File: src/hdl/dam_pkg.sv
// Shared types, constants and bit-manipulation helpers for the DRAM address mapper.
package dam_pkg;

    localparam int unsigned ADDR_W    = 36;
    localparam int unsigned BANK_W    = 3;
    localparam int unsigned ROW_W     = 16;
    localparam int unsigned COL_W     = 10;
    localparam int unsigned CFG_IDX_W = 2;
    localparam int unsigned CFG_DATA_W = 2;

    // Register indexes on the configuration port
    localparam logic [CFG_IDX_W-1:0] CFG_CHANNEL_COUNT = 2'd0;
    localparam logic [CFG_IDX_W-1:0] CFG_DIMM_COUNT    = 2'd1;
    localparam logic [CFG_IDX_W-1:0] CFG_RANK_COUNT    = 2'd2;
    localparam logic [CFG_IDX_W-1:0] CFG_MIRROR_ENABLE = 2'd3;

    // Count value that enables the two-way split
    localparam logic [1:0] COUNT_TWO = 2'd2;

    localparam logic [ROW_W-1:0] ROW_KEEP_MASK  = 16'hfe07;
    localparam logic [BANK_W-1:0] BANK_KEEP_MASK = 3'b100;
    localparam logic [ROW_W-1:0] ROW_FLIP_MASK  = 16'h0006;

    typedef struct packed {
        logic [1:0] channel_count;
        logic [1:0] dimm_count;
        logic [1:0] rank_count;
        logic       mirror_enable;
    } cfg_t;

    typedef struct packed {
        logic              channel;
        logic              dimm;
        logic              rank;
        logic [BANK_W-1:0] bank;
        logic [ROW_W-1:0]  row;
        logic [COL_W-1:0]  column;
    } result_t;

    // Swap bit pairs 3/4, 5/6 and 7/8 (DDR3 address mirroring)
    function automatic logic [ROW_W-1:0] swap_pairs(input logic [ROW_W-1:0] v);
        logic [ROW_W-1:0] r;
        r    = v & ROW_KEEP_MASK;
        r[8] = v[7];
        r[7] = v[8];
        r[6] = v[5];
        r[5] = v[6];
        r[4] = v[3];
        r[3] = v[4];
        return r;
    endfunction

endpackage

File: src/hdl/dam_if.sv
// Valid/ready channel interfaces for addresses in and DRAM coordinates out.
interface dam_req_if;
    logic                         valid;
    logic                         ready;
    logic [dam_pkg::ADDR_W-1:0]   phys_addr;

    modport source (output valid, output phys_addr, input ready);
    modport sink   (input valid, input phys_addr, output ready);
endinterface

interface dam_rsp_if;
    logic                         valid;
    logic                         ready;
    logic                         channel;
    logic                         dimm;
    logic                         rank;
    logic [dam_pkg::BANK_W-1:0]   bank;
    logic [dam_pkg::ROW_W-1:0]    row;
    logic [dam_pkg::COL_W-1:0]    column;

    modport source (output valid, output channel, output dimm, output rank,
                    output bank, output row, output column, input ready);
    modport sink   (input valid, input channel, input dimm, input rank,
                    input bank, input row, input column, output ready);
endinterface

File: src/hdl/dram_address_mapper.sv
// Top level of the DRAM address mapper: config registers, input and result stages.
//
// Usage:
//   req  : sink channel carrying a 36-bit physical byte address per transaction.
//   rsp  : source channel carrying channel, DIMM, rank, bank, row and column.
//   cfg_we/cfg_index/cfg_data : write-only register port (channel_count,
//          dimm_count, rank_count, mirror_enable); write only while idle.
// Timing:
//   An address is captured in the input stage, decoded by one pass of
//   select/XOR logic and lands in the result register, which drives
//   rsp.valid. One transaction per cycle sustained while rsp.ready is high;
//   the decode path between the two stages sets the clock limit.
// Reset:
//   Both stages empty, registers at one channel, one DIMM, two ranks,
//   mirroring off.
// Backpressure:
//   While rsp.ready is low the result holds; the input stage still takes
//   one more transaction, after which req.ready drops until rsp drains.
module dram_address_mapper (
    input  logic                              clk,
    input  logic                              rst_n,
    dam_req_if.sink                           req,
    dam_rsp_if.source                         rsp,
    input  logic                              cfg_we,
    input  logic [dam_pkg::CFG_IDX_W-1:0]     cfg_index,
    input  logic [dam_pkg::CFG_DATA_W-1:0]    cfg_data
);

    dam_pkg::cfg_t              cfg_reg;
    dam_pkg::cfg_t              cfg_next;

    logic                       s1_valid_reg;
    logic                       s1_valid_next;
    logic [dam_pkg::ADDR_W-1:0] s1_addr_reg;

    logic                       out_valid_reg;
    logic                       out_valid_next;
    dam_pkg::result_t           out_data_reg;

    dam_pkg::result_t           map_result;
    logic                       s1_ready;
    logic                       s2_ready;

    always_comb
    begin
        cfg_next = cfg_reg;
        if (cfg_we)
        begin
            case (cfg_index)
                dam_pkg::CFG_CHANNEL_COUNT: cfg_next.channel_count = cfg_data;
                dam_pkg::CFG_DIMM_COUNT:    cfg_next.dimm_count    = cfg_data;
                dam_pkg::CFG_RANK_COUNT:    cfg_next.rank_count    = cfg_data;
                dam_pkg::CFG_MIRROR_ENABLE: cfg_next.mirror_enable = cfg_data[0];
                default:                    cfg_next = cfg_reg;
            endcase
        end
    end

    always_ff @(posedge clk or negedge rst_n)
    begin
        if (!rst_n)
        begin
            cfg_reg.channel_count <= 2'd1;
            cfg_reg.dimm_count    <= 2'd1;
            cfg_reg.rank_count    <= 2'd2;
            cfg_reg.mirror_enable <= 1'b0;
        end
        else
        begin
            cfg_reg <= cfg_next;
        end
    end

    assign s2_ready  = !out_valid_reg || rsp.ready;
    assign s1_ready  = !s1_valid_reg || s2_ready;
    assign req.ready = s1_ready;

    always_comb
    begin
        s1_valid_next  = s1_ready ? req.valid : s1_valid_reg;
        out_valid_next = s2_ready ? s1_valid_reg : out_valid_reg;
    end

    always_ff @(posedge clk or negedge rst_n)
    begin
        if (!rst_n)
        begin
            s1_valid_reg  <= 1'b0;
            out_valid_reg <= 1'b0;
        end
        else
        begin
            s1_valid_reg  <= s1_valid_next;
            out_valid_reg <= out_valid_next;
        end
    end

    always_ff @(posedge clk)
    begin
        if (s1_ready && req.valid)
        begin
            s1_addr_reg <= req.phys_addr;
        end
        if (s2_ready && s1_valid_reg)
        begin
            out_data_reg <= map_result;
        end
    end

    dam_map_core u_core (
        .addr   (s1_addr_reg),
        .cfg    (cfg_reg),
        .result (map_result)
    );

    assign rsp.valid   = out_valid_reg;
    assign rsp.channel = out_data_reg.channel;
    assign rsp.dimm    = out_data_reg.dimm;
    assign rsp.rank    = out_data_reg.rank;
    assign rsp.bank    = out_data_reg.bank;
    assign rsp.row     = out_data_reg.row;
    assign rsp.column  = out_data_reg.column;

endmodule

File: src/hdl/dam_map_core.sv
// Combinational address decode: channel/DIMM/rank extraction, bank hash, mirroring.
module dam_map_core (
    input  logic [dam_pkg::ADDR_W-1:0] addr,
    input  dam_pkg::cfg_t              cfg,
    output dam_pkg::result_t           result
);

    logic [dam_pkg::ADDR_W-1:0] a_chan;
    logic [dam_pkg::ADDR_W-1:0] a_dimm;
    logic [dam_pkg::ADDR_W-1:0] a_rank;
    logic                       chan_bit;
    logic                       dimm_bit;
    logic                       rank_bit;
    logic [dam_pkg::COL_W-1:0]  col_raw;
    logic [dam_pkg::BANK_W-1:0] bank_raw;
    logic [dam_pkg::ROW_W-1:0]  row_raw;
    logic [dam_pkg::ROW_W-1:0]  row_mir;
    logic [dam_pkg::ROW_W-1:0]  col_wide;
    logic [dam_pkg::ROW_W-1:0]  col_mir;
    logic [dam_pkg::BANK_W-1:0] bank_mir;
    logic                       mirror;

    always_comb
    begin
        // Channel bit 6 is squeezed out in two-channel mode
        if (cfg.channel_count == dam_pkg::COUNT_TWO)
        begin
            chan_bit = addr[6];
            a_chan   = {1'b0, addr[35:7], addr[5:0]};
        end
        else
        begin
            chan_bit = 1'b0;
            a_chan   = addr;
        end

        col_raw = a_chan[12:3];

        if (cfg.dimm_count == dam_pkg::COUNT_TWO)
        begin
            dimm_bit = a_chan[16];
            a_dimm   = {1'b0, a_chan[35:17], a_chan[15:0]};
        end
        else
        begin
            dimm_bit = 1'b0;
            a_dimm   = a_chan;
        end

        if (cfg.rank_count == dam_pkg::COUNT_TWO)
        begin
            rank_bit = a_dimm[16] ^ a_dimm[20];
            a_rank   = {1'b0, a_dimm[35:17], a_dimm[15:0]};
        end
        else
        begin
            rank_bit = 1'b0;
            a_rank   = a_dimm;
        end

        bank_raw = a_rank[15:13] ^ a_rank[18:16];
        row_raw  = a_rank[31:16];

        mirror   = cfg.mirror_enable & rank_bit;
        col_wide = {{(dam_pkg::ROW_W-dam_pkg::COL_W){1'b0}}, col_raw};
        row_mir  = dam_pkg::swap_pairs(row_raw);
        col_mir  = dam_pkg::swap_pairs(col_wide);
        bank_mir = (bank_raw & dam_pkg::BANK_KEEP_MASK) | {1'b0, bank_raw[0], bank_raw[1]};

        result.channel = chan_bit;
        result.dimm    = dimm_bit;
        result.rank    = rank_bit;
        result.bank    = mirror ? bank_mir : bank_raw;
        result.column  = mirror ? col_mir[dam_pkg::COL_W-1:0] : col_raw;
        result.row     = (mirror ? row_mir : row_raw)
                         ^ (a_rank[19] ? dam_pkg::ROW_FLIP_MASK : '0);
    end

endmodule

File: src/flat_wrapper.sv
// flat-port wrapper written by rule: the top's interface ports become plain ports
module dram_address_mapper_flat 
  (clk, rst_n, cfg_we, cfg_index, cfg_data, req_valid, req_phys_addr, req_ready, rsp_valid, rsp_channel, rsp_dimm, rsp_rank, rsp_bank, rsp_row, rsp_column, rsp_ready);
  dam_req_if req_i ();
  dam_rsp_if rsp_i ();
  input  logic clk;
  input  logic rst_n;
  input  logic cfg_we;
  input  logic [dam_pkg::CFG_IDX_W-1:0] cfg_index;
  input  logic [dam_pkg::CFG_DATA_W-1:0] cfg_data;
  input wire logic [$bits(req_i.valid)-1:0] req_valid;
  input wire logic [$bits(req_i.phys_addr)-1:0] req_phys_addr;
  output wire logic [$bits(req_i.ready)-1:0] req_ready;
  output wire logic [$bits(rsp_i.valid)-1:0] rsp_valid;
  output wire logic [$bits(rsp_i.channel)-1:0] rsp_channel;
  output wire logic [$bits(rsp_i.dimm)-1:0] rsp_dimm;
  output wire logic [$bits(rsp_i.rank)-1:0] rsp_rank;
  output wire logic [$bits(rsp_i.bank)-1:0] rsp_bank;
  output wire logic [$bits(rsp_i.row)-1:0] rsp_row;
  output wire logic [$bits(rsp_i.column)-1:0] rsp_column;
  input wire logic [$bits(rsp_i.ready)-1:0] rsp_ready;
  assign req_i.valid = req_valid;
  assign req_i.phys_addr = req_phys_addr;
  assign req_ready = req_i.ready;
  assign rsp_valid = rsp_i.valid;
  assign rsp_channel = rsp_i.channel;
  assign rsp_dimm = rsp_i.dimm;
  assign rsp_rank = rsp_i.rank;
  assign rsp_bank = rsp_i.bank;
  assign rsp_row = rsp_i.row;
  assign rsp_column = rsp_i.column;
  assign rsp_i.ready = rsp_ready;
  dram_address_mapper u_core (.clk(clk), .rst_n(rst_n), .req(req_i), .rsp(rsp_i), .cfg_we(cfg_we), .cfg_index(cfg_index), .cfg_data(cfg_data));
endmodule
File: config.mk
export PLATFORM = sky130hd
export DESIGN_NAME = dram_address_mapper_flat
export DESIGN_NICKNAME = d
export VERILOG_FILES = /design/src/hdl/dam_pkg.sv /design/src/hdl/dam_if.sv /design/src/hdl/dram_address_mapper.sv /design/src/hdl/dam_map_core.sv /design/src/flat_wrapper.sv
export SDC_FILE = /design/constraint.sdc
export NUM_CORES = 1
export LEC_CHECK = 0
export BUFFER_PORTS_ARGS = -buffer_cell sky130_fd_sc_hd__buf_2
export CORE_MARGIN = 10
export CORE_UTILIZATION = 40
export DETAILED_ROUTE_END_ITERATION = 16
export REMOVE_ABC_BUFFERS = 1
export SLEW_MARGIN = 20
export SYNTH_ARGS = -nofsm -noshare
export SYNTH_HDL_FRONTEND = slang
export SYNTH_HIERARCHICAL = 1
export SYNTH_SLANG_ARGS = --single-unit
File: constraint.sdc
create_clock -name clk -period 2.4 [get_ports clk]
set_input_delay 0.24 -clock clk [delete_from_list [all_inputs] [get_ports clk]]
set_output_delay 0.24 -clock clk [all_outputs]
set_load 0.05 [all_outputs]
**Word-level counts from Yosys, hierarchy flattened**

Cells that the tools add are included.

- Equal/unequal tests: 6
- Mux-type cells: 8
- Bitwise gates (word level): 5
- Reduce and logical (&&, ||, !) cells: 11

Operator list:

| kind | count |
|---|---|
| 34-bit 2-to-1 mux | 1 |
| 33-bit 2-to-1 mux | 1 |
| 32-bit 2-to-1 mux | 1 |
| 9-bit 2-to-1 mux | 2 |
| 16-bit by 3-bit bitwise XOR with 16-bit output | 1 |
| 2-bit equality test, second input constant | 5 |
| 2-bit AND reduction | 4 |
| 3-bit 2-to-1 mux | 2 |
| 3-bit by 2-bit bitwise OR with 3-bit output | 1 |
| 3-bit bitwise XOR | 1 |
| 2-bit by 1-bit equality test with 1-bit output, second input constant | 1 |
| 1-bit logical AND | 2 |
| 1-bit logical NOT | 2 |
| 2-bit logical NOT | 1 |
| 1-bit logical OR | 2 |
| 1-bit bitwise AND | 1 |
| 1-bit 2-to-1 mux | 1 |
| 1-bit bitwise XOR | 1 |

- Bits in registers: 76
- Input port bits: 45
- Output and inout port bits: 34
- Logic and storage cells: 43

**Depth between registers and ports, before layout**

- Depth after elaboration: 8
- Gate-level depth with buffers: 8
- Gate-level depth less buffers: 6

**Modules after synthesis**

Netlist, hierarchy kept.

By module, submodules not included:

| module | instances | cells an instance | area each (µm²) | seq. area each (µm²) |
|---|---|---|---|---|
| dram_address_mapper | 1 | 94 | 2421.1 | 2270.9 |
| dam_map_core | 1 | 153 | 1053.5 | 0.0 |

**Worst setup path after synthesis**

OpenSTA, ideal clock, no wires.

- Path kind: reg-to-reg
- Start point: register u_core.out_valid_reg, in the netlist u_core/rsp.valid
- End point: register u_core/s1_addr_reg[0] (netlist bit), enable pin
- Library setup time: 0.397 ns
- Data arrival time: 2.079 ns
- Required time: 2.003 ns
- Setup slack: -0.076 ns
- Stages on the path, launching flop included: 3
- Path buffers: 0
- Period minus slack after synthesis: 2.476 ns
- Cell sequence: dfrtp_1 > nand3b_1 > and2_1

- Cells in the longest elaborated chain, start to end: 4

Ends and longest elaborated chain:

| what | line | text |
|---|---|---|
| start, declared | dram_address_mapper.sv:36 | `logic out_valid_reg;` |
| start signal, assigned | dram_address_mapper.sv:94 | `out_valid_reg <= out_valid_next;` |
| 1-bit logical NOT | dram_address_mapper.sv:74 | `assign s2_ready = !out_valid_reg \|\| rsp.ready;` |
| 1-bit logical OR | dram_address_mapper.sv:74 |  |
| 1-bit logical OR | dram_address_mapper.sv:75 | `assign s1_ready = !s1_valid_reg \|\| s2_ready;` |
| net req_ready | flat_wrapper.sv:13 | `output wire logic [$bits(req_i.ready)-1:0] req_ready;` |
| 1-bit logical AND | dram_address_mapper.sv:100 | `if (s1_ready && req.valid)` |
| end signal, assigned | dram_address_mapper.sv:102 | `s1_addr_reg <= req.phys_addr;` |
| end, declared | dram_address_mapper.sv:34 | `logic [dam_pkg::ADDR_W-1:0] s1_addr_reg;` |

The timed path passes the listed nets, and every way through them passes these cells.
A chain may end at the register's enable or synchronous reset.

==> reports/metrics.yaml <==
die-width_um: 112
worst-setup-path-type: "register to register"
clk_pin_slew_ns: 0.08
setup_repair_after_global_routing_missed_its_margin: "false"
min_period_ns: 2.23
layout.core_utilization: 0.494
timing.clock.skew_ns: 0.00992
power_per_cell_area_nw_per_um2: 985
largest_register_ff_count: 32
ys.warnings.count: 6
syn-mean-instance-area_sq_um: 13.8
grt_remaining_overflow: 0
maxCapViolCount: 0
numCtsBuffers: 9
slew_headroom: 0.469
placement_row_count: 33
tritoncts: "built"
via_per_inst: 4.87
tightest_slew_ns: 0.791
cts-root-buf: "sky130_fd_sc_hd__clkbuf_8"
cts.path.max_buffers: 2
cell_count_after_synthesis: 243
run_status: "finished, final reports clean"
ir_worst_vdd_mv: 0.307
grt_first_pass_wirelength_um: 10900
antennaDiodeCount: 0
fp.coreArea_sq_um: 8180
via_count: 2089
fillers: 743
io_buffer_count: 74
antenna_found_initial: 0
timing.critical_path.required_ns: 2.57
route.detailed.wl_per_inst_um: 15.5
leading_cell_types_in_the_layout_fill_and_taps_excluded: "74 x sky130_fd_sc_hd__buf_2, 64 x sky130_fd_sc_hd__edfxtp_1, 26 x sky130_fd_sc_hd__nor2_1, 19 x sky130_fd_sc_hd__mux2i_1, 16 x sky130_fd_sc_hd__nand2_1"
grt_pass1_vias: 2140
gp_weighted_congestion: 0.829
drc_errors: 0
crit_path_start_kind: "register"
postRouteAntennaNets: 0
layoutNonFillerInstCount: 429
power.leakage_nw: 1.56
floorplan.die.height_um: 112
drt_iter0_markers: 93
fin_area_sq_um: 4040
finalPower_mw: 3.98
worst_setup_path_end_kind: "register"
synthesis.area_sq_um: 3350
gr-usage-all-layers: 0.108
final_worst_path_period_share: 0.928
grt_max_degree: 33
layout-area-overhead-vs-synth_pct: 20.4
layout.cells.most_common: "sky130_fd_sc_hd__buf_2"
start_util: 0.410
clk_latency_ns: 0.34
die_area_sq_um: 12400
report.final.setup_viol: 0
drive_above_1_share: 0.370
hold_viol: 0
first_pass_iters: 5
timing.fmax_mhz: 449
cts_htree_levels: 3
worst_hold_path_type: "input port to register"
top_level_ports: 79
timing.final.max_slew_violations: 0
nets: 364
finalWirelength_um: 6660
place.detailed.instances: 412
detailedPlacementHpwl_um: 4990
detailed_place.area_sq_um: 3800
numClockSinks: 73
post_route_hold_slack_ns: 0.0648
arrival_ns: 2.40
crit_fanout: 11
## power by group
part	switching, mW	internal [mW]	leakage, nW
sequential	0.0677	1.62	0.713
clock	0.459	0.583	0.0991
combinational	0.829	0.421	0.746
total	1.36	2.62	1.56
## path summary, 6_finish.rpt
path	slack, ns	end	depth (start not counted)	from
max in group asynchronous	1.88	u_core/cfg_reg[5]	2	rst_n
min in group asynchronous	0.28	u_core/s1_valid_reg	2	rst_n
worst min register to register	0.43	u_core/rsp.column[0]	0	u_core/s1_addr_reg[3]
worst min-delay path	0.06	u_core/s1_addr_reg[10]	1	req_phys_addr[10]
worst max register to register	0.17	u_core/rsp.row[7]	5	u_core/cfg_reg[5]
worst max-delay path	0.17	u_core/rsp.row[7]	5	u_core/cfg_reg[5]
## layout make-up
type,instances,area [sq um],share of cell area
repair buffers,84,448,0.111
clock buffers,9,124,0.0307
clock inverters,7,95.1,0.0235
well taps,105,131,0.0325
multi-input cells,151,1090,0.270
flip-flops and latches,73,2150,0.532
## repair_timing
| action | CTS | global route |
|---|---|---|
| buffers inserted | 0 | 0 |
| endpoints found under the setup margin | 0 | 12 |
| hold buffers | 1 | 0 |
| hold endpoints to repair | 9 | 0 |
| gates resized for setup | 0 | 2 |
## worst max-delay path: stages, from the launching register on
cell                      delay [ns]
sky130_fd_sc_hd__dfstp_2        0.57
sky130_fd_sc_hd__nor2b_4        0.07
sky130_fd_sc_hd__xnor2_1        0.64
sky130_fd_sc_hd__o21ai_0        0.29
sky130_fd_sc_hd__mux2_2         0.33
sky130_fd_sc_hd__mux2i_1        0.16
## stage by stage
step	setup slack, ns	TNS (ns)
after floorplan	-0.212	-1.30
after global placement	0.157	0
after detailed placement	0.0854	0
after CTS	0.0758	0
after global routing	0.00566	0
final	0.173	0
## per-layer routing
metal | vias to the layer above | track usage | share of wire
met3 | 8 | 0.0386 | 0.053
met4 | 0 | 0.0514 | 0.014
met5 | - | 0 | 0
met2 | 52 | 0.172 | 0.48
met1 | 975 | 0.127 | 0.46
li1 | 1054 | - | -
Note: power is estimated with default switching activity, not from simulation.
